--- config.mk ---
export PLATFORM = sky130hd
export DESIGN_NAME = topology_change_port_machine_core
export DESIGN_NICKNAME = d
export VERILOG_FILES = /design/src/sv/tcpm_pkg.sv /design/src/sv/tcpm_eval.sv /design/src/sv/topology_change_port_machine_core.sv
export VERILOG_INCLUDE_DIRS = /design/src /design/src/sv
export SDC_FILE = /design/constraint.sdc
export NUM_CORES = 1
export LEC_CHECK = 0
export BUFFER_PORTS_ARGS = -buffer_cell sky130_fd_sc_hd__buf_2
export CAP_MARGIN = 20
export CORE_ASPECT_RATIO = 0.5
export CORE_MARGIN = 2
export CORE_UTILIZATION = 53
export DETAILED_ROUTE_END_ITERATION = 8
export PLACE_DENSITY = 0.78
export REMOVE_ABC_BUFFERS = 1
export SYNTH_ARGS = -nofsm -noshare
export SYNTH_HDL_FRONTEND = slang
export SYNTH_SLANG_ARGS = --single-unit
--- constraint.sdc ---
create_clock -name clk -period 2.8 [get_ports clk]
set_input_delay 0.14 -clock clk [delete_from_list [all_inputs] [get_ports clk]]
set_output_delay 0.14 -clock clk [all_outputs]
set_load 0.005 [all_outputs]
--- src/sv/topology_change_port_machine_core_macros.svh ---
// ----------------------------------------------------------------------------
// Topology change port machine: assertion macros
// Clocked assertion wrappers on clk; compile with ASSERT_OFF to drop them.
// ----------------------------------------------------------------------------
`ifndef TOPOLOGY_CHANGE_PORT_MACHINE_CORE_MACROS_SVH
`define TOPOLOGY_CHANGE_PORT_MACHINE_CORE_MACROS_SVH

`ifndef ASSERT_OFF
// check a property on every clock outside reset
`define TCPM_ASSERT(label, prop) \
  label: assert property (@(posedge clk) disable iff (rst) (prop)) \
    else $error("tcpm assertion failed");
// check a property on every clock, reset included
`define TCPM_ASSERT_RST(label, prop) \
  label: assert property (@(posedge clk) (prop)) \
    else $error("tcpm assertion failed during or after reset");
`else
`define TCPM_ASSERT(label, prop)
`define TCPM_ASSERT_RST(label, prop)
`endif

`endif

--- src/sv/tcpm_pkg.sv ---
// ----------------------------------------------------------------------------
// Topology change port machine: shared package
// State and code types, role codes and the request and result structs.
// ----------------------------------------------------------------------------
`default_nettype none

package tcpm_pkg;

  // request opcodes
  localparam logic OP_EVALUATE = 1'b0;
  localparam logic OP_INIT     = 1'b1;

  // port role codes
  localparam logic [2:0] ROLE_ROOT       = 3'd1;
  localparam logic [2:0] ROLE_DESIGNATED = 3'd2;
  localparam logic [2:0] ROLE_MASTER     = 3'd5;

  // stable machine states, one-hot
  typedef enum logic [2:0] {
    ST_INACTIVE = 3'b001,
    ST_LEARNING = 3'b010,
    ST_ACTIVE   = 3'b100
  } mstate_t;

  // state entered during one evaluation
  typedef enum logic [2:0] {
    EN_INACTIVE     = 3'd0,
    EN_LEARNING     = 3'd1,
    EN_DETECTED     = 3'd2,
    EN_NOTIFIED_TCN = 3'd3,
    EN_NOTIFIED_TC  = 3'd4,
    EN_PROPAGATING  = 3'd5,
    EN_ACKNOWLEDGED = 3'd6,
    EN_NONE         = 3'd7
  } entered_t;

  // one request as held in the input register
  typedef struct packed {
    logic       opcode;
    logic [2:0] port_role;
    logic       learn_on;
    logic       learning_on;
    logic       forward_on;
    logic       edge_port;
    logic       got_tcn;
    logic       got_tc_ack;
    logic       got_tc;
    logic       prop_pending;
    logic       flush_accepted;
  } req_t;

  // machine state kept between requests
  typedef struct packed {
    mstate_t machine_state;
    logic    flush_pending;
    logic    ack_to_send;
  } mach_t;

  // one result
  typedef struct packed {
    entered_t entered_state;
    logic     start_tc_timer;
    logic     zero_tc_timer;
    logic     propagate_tree;
    logic     new_info;
    logic     tc_ack_flag;
    logic     clear_tcn;
    logic     clear_tc_ack;
    logic     clear_tc;
    logic     clear_prop;
    logic     flush_request;
  } res_t;

endpackage

`default_nettype wire

--- src/sv/tcpm_eval.sv ---
// ----------------------------------------------------------------------------
// Topology change port machine: evaluation logic
// Picks the transition out of the stable state, runs the entry action and
// settles the pending flush, all in one combinational pass.
// ----------------------------------------------------------------------------
`default_nettype none

module tcpm_eval (
  input  tcpm_pkg::req_t  req,
  input  tcpm_pkg::mach_t mach,
  input  logic            is_common_tree,
  output tcpm_pkg::res_t  res,
  output tcpm_pkg::mach_t mach_next
);

  logic               active_role;
  tcpm_pkg::entered_t entered;
  logic               flush_mark;

  assign active_role = req.port_role inside
    {tcpm_pkg::ROLE_ROOT, tcpm_pkg::ROLE_DESIGNATED, tcpm_pkg::ROLE_MASTER};

  // choose the transition
  always_comb begin
    entered = tcpm_pkg::EN_NONE;
    if (req.opcode == tcpm_pkg::OP_INIT) begin
      entered = tcpm_pkg::EN_INACTIVE;
    end else begin
      case (mach.machine_state)
        tcpm_pkg::ST_INACTIVE: begin
          if (req.learn_on && !mach.flush_pending) entered = tcpm_pkg::EN_LEARNING;
        end
        tcpm_pkg::ST_LEARNING: begin
          if (active_role && req.forward_on && !req.edge_port) begin
            entered = tcpm_pkg::EN_DETECTED;
          end else if ((is_common_tree && (req.got_tcn || req.got_tc_ack)) ||
                       req.got_tc || req.prop_pending) begin
            // re-enter learning so its action clears the flags
            entered = tcpm_pkg::EN_LEARNING;
          end else if (!active_role && !(req.learn_on || req.learning_on) &&
                       !(req.got_tc || req.got_tcn || req.got_tc_ack ||
                         req.prop_pending)) begin
            entered = tcpm_pkg::EN_INACTIVE;
          end
        end
        tcpm_pkg::ST_ACTIVE: begin
          if (!active_role || req.edge_port) begin
            entered = tcpm_pkg::EN_LEARNING;
          end else if (is_common_tree && req.got_tcn) begin
            entered = tcpm_pkg::EN_NOTIFIED_TCN;
          end else if (req.got_tc) begin
            entered = tcpm_pkg::EN_NOTIFIED_TC;
          end else if (req.prop_pending) begin
            entered = tcpm_pkg::EN_PROPAGATING;
          end else if (req.got_tc_ack) begin
            entered = tcpm_pkg::EN_ACKNOWLEDGED;
          end
        end
        default: begin
          entered = tcpm_pkg::EN_NONE;
        end
      endcase
    end
  end

  // run the entry action, then settle the flush mark
  always_comb begin
    res        = '0;
    mach_next  = mach;
    flush_mark = mach.flush_pending;
    case (entered)
      tcpm_pkg::EN_INACTIVE: begin
        flush_mark        = 1'b1;
        res.zero_tc_timer = 1'b1;
        if (is_common_tree) mach_next.ack_to_send = 1'b0;
        mach_next.machine_state = tcpm_pkg::ST_INACTIVE;
      end
      tcpm_pkg::EN_LEARNING: begin
        res.clear_tcn    = is_common_tree;
        res.clear_tc_ack = is_common_tree;
        res.clear_tc     = 1'b1;
        res.clear_prop   = 1'b1;
        mach_next.machine_state = tcpm_pkg::ST_LEARNING;
      end
      tcpm_pkg::EN_DETECTED: begin
        res.start_tc_timer = 1'b1;
        res.propagate_tree = 1'b1;
        res.new_info       = 1'b1;
        mach_next.machine_state = tcpm_pkg::ST_ACTIVE;
      end
      tcpm_pkg::EN_NOTIFIED_TCN, tcpm_pkg::EN_NOTIFIED_TC: begin
        res.start_tc_timer = (entered == tcpm_pkg::EN_NOTIFIED_TCN);
        res.clear_tcn      = is_common_tree;
        res.clear_tc       = 1'b1;
        res.propagate_tree = 1'b1;
        if (is_common_tree && req.port_role == tcpm_pkg::ROLE_DESIGNATED) begin
          mach_next.ack_to_send = 1'b1;
        end
        mach_next.machine_state = tcpm_pkg::ST_ACTIVE;
      end
      tcpm_pkg::EN_PROPAGATING: begin
        res.start_tc_timer = 1'b1;
        flush_mark         = 1'b1;
        res.clear_prop     = 1'b1;
        mach_next.machine_state = tcpm_pkg::ST_ACTIVE;
      end
      tcpm_pkg::EN_ACKNOWLEDGED: begin
        res.zero_tc_timer = 1'b1;
        res.clear_tc_ack  = 1'b1;
        mach_next.machine_state = tcpm_pkg::ST_ACTIVE;
      end
      default: begin
        flush_mark = mach.flush_pending;
      end
    endcase

    // drop the mark on an edge port, otherwise attempt the flush
    if (entered != tcpm_pkg::EN_NONE && flush_mark) begin
      if (req.edge_port) begin
        flush_mark = 1'b0;
      end else begin
        res.flush_request = 1'b1;
        if (req.flush_accepted) flush_mark = 1'b0;
      end
    end
    mach_next.flush_pending = flush_mark;

    res.entered_state = entered;
    res.tc_ack_flag   = mach_next.ack_to_send;
  end

endmodule

`default_nettype wire

--- src/sv/topology_change_port_machine_core.sv ---
// ----------------------------------------------------------------------------
// Topology change port machine core
// Per-port topology change machine of one multiple spanning tree instance.
// ----------------------------------------------------------------------------
// Each request (an init or one evaluation) is taken into an input register,
// evaluated against the held machine state in a single combinational pass
// and written with the state update into the result register. One request
// is accepted per cycle while the output side does not stall, and each gives
// exactly one result: it passes from the input register to the result
// register and leaves from there when the output side takes it. The result
// register holds while the output side stalls, and the input register keeps
// taking a new request whenever the result register frees in the same
// cycle. The is_common_tree register resets to 1 and is written through the
// configuration channel, which is always ready.
`default_nettype none

`include "topology_change_port_machine_core_macros.svh"

module topology_change_port_machine_core (
  input  logic       clk,
  input  logic       rst,
  // configuration
  input  logic       cfg_valid,
  output logic       cfg_ready,
  input  logic       cfg_data,
  // request channel
  input  logic       in_valid,
  output logic       in_ready,
  input  logic       opcode,
  input  logic [2:0] port_role,
  input  logic       learn_on,
  input  logic       learning_on,
  input  logic       forward_on,
  input  logic       edge_port,
  input  logic       got_tcn,
  input  logic       got_tc_ack,
  input  logic       got_tc,
  input  logic       prop_pending,
  input  logic       flush_accepted,
  // result channel
  output logic       out_valid,
  input  logic       out_ready,
  output logic [2:0] entered_state,
  output logic       start_tc_timer,
  output logic       zero_tc_timer,
  output logic       propagate_tree,
  output logic       new_info,
  output logic       tc_ack_flag,
  output logic       clear_tcn,
  output logic       clear_tc_ack,
  output logic       clear_tc,
  output logic       clear_prop,
  output logic       flush_request
);

  logic            is_common_tree;
  logic            req_valid;
  tcpm_pkg::req_t  req;
  tcpm_pkg::mach_t mach;
  tcpm_pkg::mach_t mach_next;
  tcpm_pkg::res_t  res_next;
  tcpm_pkg::res_t  res;
  logic            advance;
  logic            any_request;

  // move the held request into the result register when it is free
  assign advance   = req_valid && (!out_valid || out_ready);
  assign in_ready  = !req_valid || advance;
  assign cfg_ready = 1'b1;

  tcpm_eval u_eval (
    .req            (req),
    .mach           (mach),
    .is_common_tree (is_common_tree),
    .res            (res_next),
    .mach_next      (mach_next)
  );

  // control, machine state and configuration
  always_ff @(posedge clk) begin
    if (rst) begin
      req_valid          <= 1'b0;
      out_valid          <= 1'b0;
      is_common_tree     <= 1'b1;
      mach.machine_state <= tcpm_pkg::ST_INACTIVE;
      mach.flush_pending <= 1'b0;
      mach.ack_to_send   <= 1'b0;
    end else begin
      if (in_ready) req_valid <= in_valid;
      if (advance) begin
        out_valid <= 1'b1;
        mach      <= mach_next;
      end else if (out_ready) begin
        out_valid <= 1'b0;
      end
      if (cfg_valid) is_common_tree <= cfg_data;
    end
  end

  // capture request and result payloads
  always_ff @(posedge clk) begin
    if (in_valid && in_ready) begin
      req.opcode         <= opcode;
      req.port_role      <= port_role;
      req.learn_on       <= learn_on;
      req.learning_on    <= learning_on;
      req.forward_on     <= forward_on;
      req.edge_port      <= edge_port;
      req.got_tcn        <= got_tcn;
      req.got_tc_ack     <= got_tc_ack;
      req.got_tc         <= got_tc;
      req.prop_pending   <= prop_pending;
      req.flush_accepted <= flush_accepted;
    end
    if (advance) res <= res_next;
  end

  assign entered_state  = res.entered_state;
  assign start_tc_timer = res.start_tc_timer;
  assign zero_tc_timer  = res.zero_tc_timer;
  assign propagate_tree = res.propagate_tree;
  assign new_info       = res.new_info;
  assign tc_ack_flag    = res.tc_ack_flag;
  assign clear_tcn      = res.clear_tcn;
  assign clear_tc_ack   = res.clear_tc_ack;
  assign clear_tc       = res.clear_tc;
  assign clear_prop     = res.clear_prop;
  assign flush_request  = res.flush_request;

  // any request field raised in the current result
  assign any_request = start_tc_timer || zero_tc_timer || propagate_tree || new_info ||
                       clear_tcn || clear_tc_ack || clear_tc || clear_prop || flush_request;

  // result register empties on reset
  `TCPM_ASSERT_RST(a_reset_empty, rst |=> !out_valid)
  // an empty result register never blocks the request side
  `TCPM_ASSERT(a_no_block, !out_valid |-> in_ready)
  // a result with no transition carries no requests
  `TCPM_ASSERT(a_none_quiet, (out_valid && entered_state == tcpm_pkg::EN_NONE) |-> !any_request)
  // entering inactive always zeroes the timer
  `TCPM_ASSERT(a_inactive_zero, (out_valid && entered_state == tcpm_pkg::EN_INACTIVE) |-> zero_tc_timer)

endmodule

`default_nettype wire
* After elaboration in Yosys (flattened, before gate mapping)
Index checks and enable logic that the tools add are counted.
Widths: inputs -> output; s select.
** Storage, ports and cells
- Flip-flop bits (word level) :: 34
- Output and inout bits :: 16
- Logic and storage cells :: 111
** Cells by class
- Equal/unequal tests :: 13
- Mux-type cells :: 29
- Reductions and logical operators :: 41
** Operators with widths (count)
- $mux 3 :: 9
- $pmux 3 s3 :: 2
- $eq 3x3->1 const B :: 5
- $mux 1 :: 15
- $eq 3x2->1 const B :: 4
- $logic_and 1x1->1 :: 11
- $logic_or 1x1->1 :: 10
- $reduce_or 2->1 :: 5
- $eq 3x1->1 const B :: 3
- $logic_not 1->1 :: 7
- $pmux 1 s2 :: 3
- $reduce_bool 3->1 :: 2
- $reduce_or 3->1 :: 2
- $reduce_or 5->1 :: 1
- $logic_not 3->1 :: 1
- $ne 3x3->1 const B :: 1
- $reduce_and 2->1 :: 1
- $reduce_bool 2->1 :: 1

* Depth between registers and ports, before layout
- Word-level depth :: 16
- Depth in mapped cells :: 7

* Cells and area by module
A second synthesis with hierarchy kept.
** Unflattened totals
- Cells, all modules :: 136
- Area total of the unflattened synthesis :: 1614.0 sq um
** By module, submodules not included
- topology_change_port_machine_core :: instances 1, cells each 63, area each 1137.3 sq um, sequential area each 940.9 sq um
- tcpm_eval :: instances 1, cells each 73, area each 476.7 sq um, sequential area each 0.0 sq um

* Worst setup path before layout
Ideal clock, no wire load.
- Path kind :: reg2reg
- Start :: register, netlist name req[9]
- End :: register res (netlist bit zero_tc_timer), data pin
- Library setup time :: 254 ps
- Arrival time :: 1772 ps
- Required time :: 2546 ps
- Slack :: 774 ps
- Stages on the path, launching flop included :: 8
- Buffers on the path :: 1
- Clock period less this slack :: 2026 ps
- Cells stage by stage :: edfxtp_1 or3b_4 a211oi_4 nand2_1 and2_4 buf_2 nand2b_1 a21o_1
** RTL lines
- end signal: assignment :: RTL line topology_change_port_machine_core.sv:115 : if (advance) res <= res_next;
- end: declaration :: RTL line topology_change_port_machine_core.sv:62 : tcpm_pkg::res_t res;

==> flow_summary.yaml <==
outcome:
  run_status: "finished, final reports clean"
synthesis:
  ys.flop_type: "edfxtp_1"
  yosysSeqAreaShare_pct: 60.0
  synth_top_area_share_pct: 49.8
  ys.warnings.count: 0
  syn_avg_cell_area_sq_um: 11.9
  ys_top_cells_by_count: "edfxtp_1, a21oi_1, nor2_1"
  syn_inst: 132
  ys_ff_latch: 34
  yosys-top-cells-area: "edfxtp_1, dfxtp_1, a21oi_1, nor2_1, o21ai_0"
  synth_cell_types: 47
  async_flop_share_pct: 0
  synth_area_sq_um: 1570
  synth-edff-count: 26
  yosys.area.top_type: "edfxtp_1"
  synth.most_common_cell: "edfxtp_1"
placement:
  placed_area_sq_um: 1760
  gp_congestion: 0.933
  dp_hpwl_mm: 2.32
  io_buffers: 33
cts:
  numCtsBuffers: 5
  htreeDepth: 2
  cts_tree: "built"
  cts-resized-gates: 0
  path_clk_slew_ps: 60
  cts_buffer_depth: 2
  clockRootBuffer: "clkbuf_8"
  cts.sinks: 34
  clock_latency_ps: 290
  cts-hold-fix-buffers: 0
  cts_setup_buffers: 0
min_path:
  hold_class: "input port to register"
  hold_depth: 1
  hold_start: "port_role[0]"
  hold_end: "req[9]"
die:
  die_area_sq_um: 3440
  start_util_pct: 58.1
  fp.dieH_um: 42.5
  io_pins: 35
  core-area_sq_um: 2700
  std_cell_rows: 13
  die_w_um: 80.9
cells_and_area:
  regMostFlops: "req"
  area_delta_synth_final_pct: 17.2
  nNetsFinal: 187
  nFillCells: 221
  diodes: 0
  postLayoutCellArea_sq_um: 1840
  drive_gt1_share_pct: 29.8
  largest_reg_flops: 13
setup_path:
  required_ps: 2920
  ff2ff_setup_slack_ps: 510
  critPathArrivalTime_ps: 2410
  r2r-start: "req[11]"
  r2r_cells: 6
  crit_fanout: 5
  r2r_end: "clear_tc_ack"
  path_class: "register to register"
  cp-end-kind: "register"
  startpoint_type: "register"
timing:
  period_share_pct: 81.7
  finalSetupViolCount: 0
  slew_headroom_pct: 61.1
  skew_ps: 7.47
  min_period_ps: 2290
  hold-worst-slack_ps: 28.7
  fin_tns_setup_ps: 0
  hold_viol: 0
  rsz0062_at_grt: "false"
  slew_viol_final: 0
  max_freq_ghz: 0.437
  max_slew.worst_pin.slew_ps: 584
global_route:
  first_global_vias: 1050
  grt_pass1_wl_mm: 4.82
  grt_usage_pct: 19.5
  overflow: 0
  grt_max_degree: 18
  grt_antenna_before_repair: 0
routing:
  viasPerCell: 5.81
  vias: 1192
  firstDrtPassIters: 4
  wirelength_mm: 3.07
  ant_nets: 0
  first_iter_violations: 82
  avgRoutedWirePerCell_um: 15.0
  drc: 0
pwr:
  p_leak_uw: 0.000704
  powerDensity_nw_per_um2: 574
  ir_drop_uv: 379
  p_total_uw: 1050
job:
  drv_cap: 0
## routing by layer
metal	GRT usage [%]	vias to the layer above	wire length [um]
li1	-	573	-
met1	26.5	555	1370
met2	28.4	57	1380
met3	6.47	7	260
met4	8.81	0	55
met5	0	-	0
## critical path: stages, from the launching register on
cell and delay (ps):
edfxtp_1 400, or3b_4 430, a211o_1 320, a21boi_1 310
a21oi_1 160, or3_1 370, a21oi_1 140
## cell type report
cell class	instances	area [sq um]	share of cell area, %
tap	37	46.3	2.52
timing repair buffer	33	165	8.99
clock inverter	2	10.0	0.545
multi-input combinational	87	581	31.6
sequential	34	941	51.2
inverter	7	26.3	1.43
clock buffer	5	68.8	3.74
## worst max path at each step
stage,startpoint,to
after global placement,req[9],clear_tc_ack
after detailed placement,req[9],clear_tc_ack
final,req[11],clear_tc_ack
after floorplan,req[9],mach[1]
after global routing,req[9],clear_tc_ack
after CTS,req[11],clear_tc_ack
## metrics by stage
step / std cells / utilization (%) / setup slack, ps
after floorplan: 128 / - / 810
after global placement: 198 / 65.2 / 716
after detailed placement: 198 / 65.2 / 547
after CTS: 205 / 68.1 / 519
after global routing: 205 / 68.1 / 415
final: 205 / 68.1 / 512
## report_power, final
part	switching, uW	internal [uW]	total (uW)
Sequential	21.8	576	598
Combinational	69.1	55.2	124
Clock	165	166	332
## cell families (layout without fill, tap and decap cells)
group,after synthesis,in the layout,share of synthesized area [%]
and+or+nand+nor,43,43,16.0
buffers and inverters,11,47,2.95
other,1,1,0.239
AOI/OAI and AO/OA,42,42,20.1
muxes,1,1,0.638
DFF,34,34,60.0
## cells in the final DEF, fill, tap and decap left out, types with 4 or more instances in the layout
cell,n
edfxtp_1,26
o21ai_0,6
a31oi_1,4
inv_1,7
clkbuf_8,5
a21oi_1,11
buf_2,33
nand2_1,6
dfxtp_1,8
nor2_1,10
(Power assumes the default switching activity.)
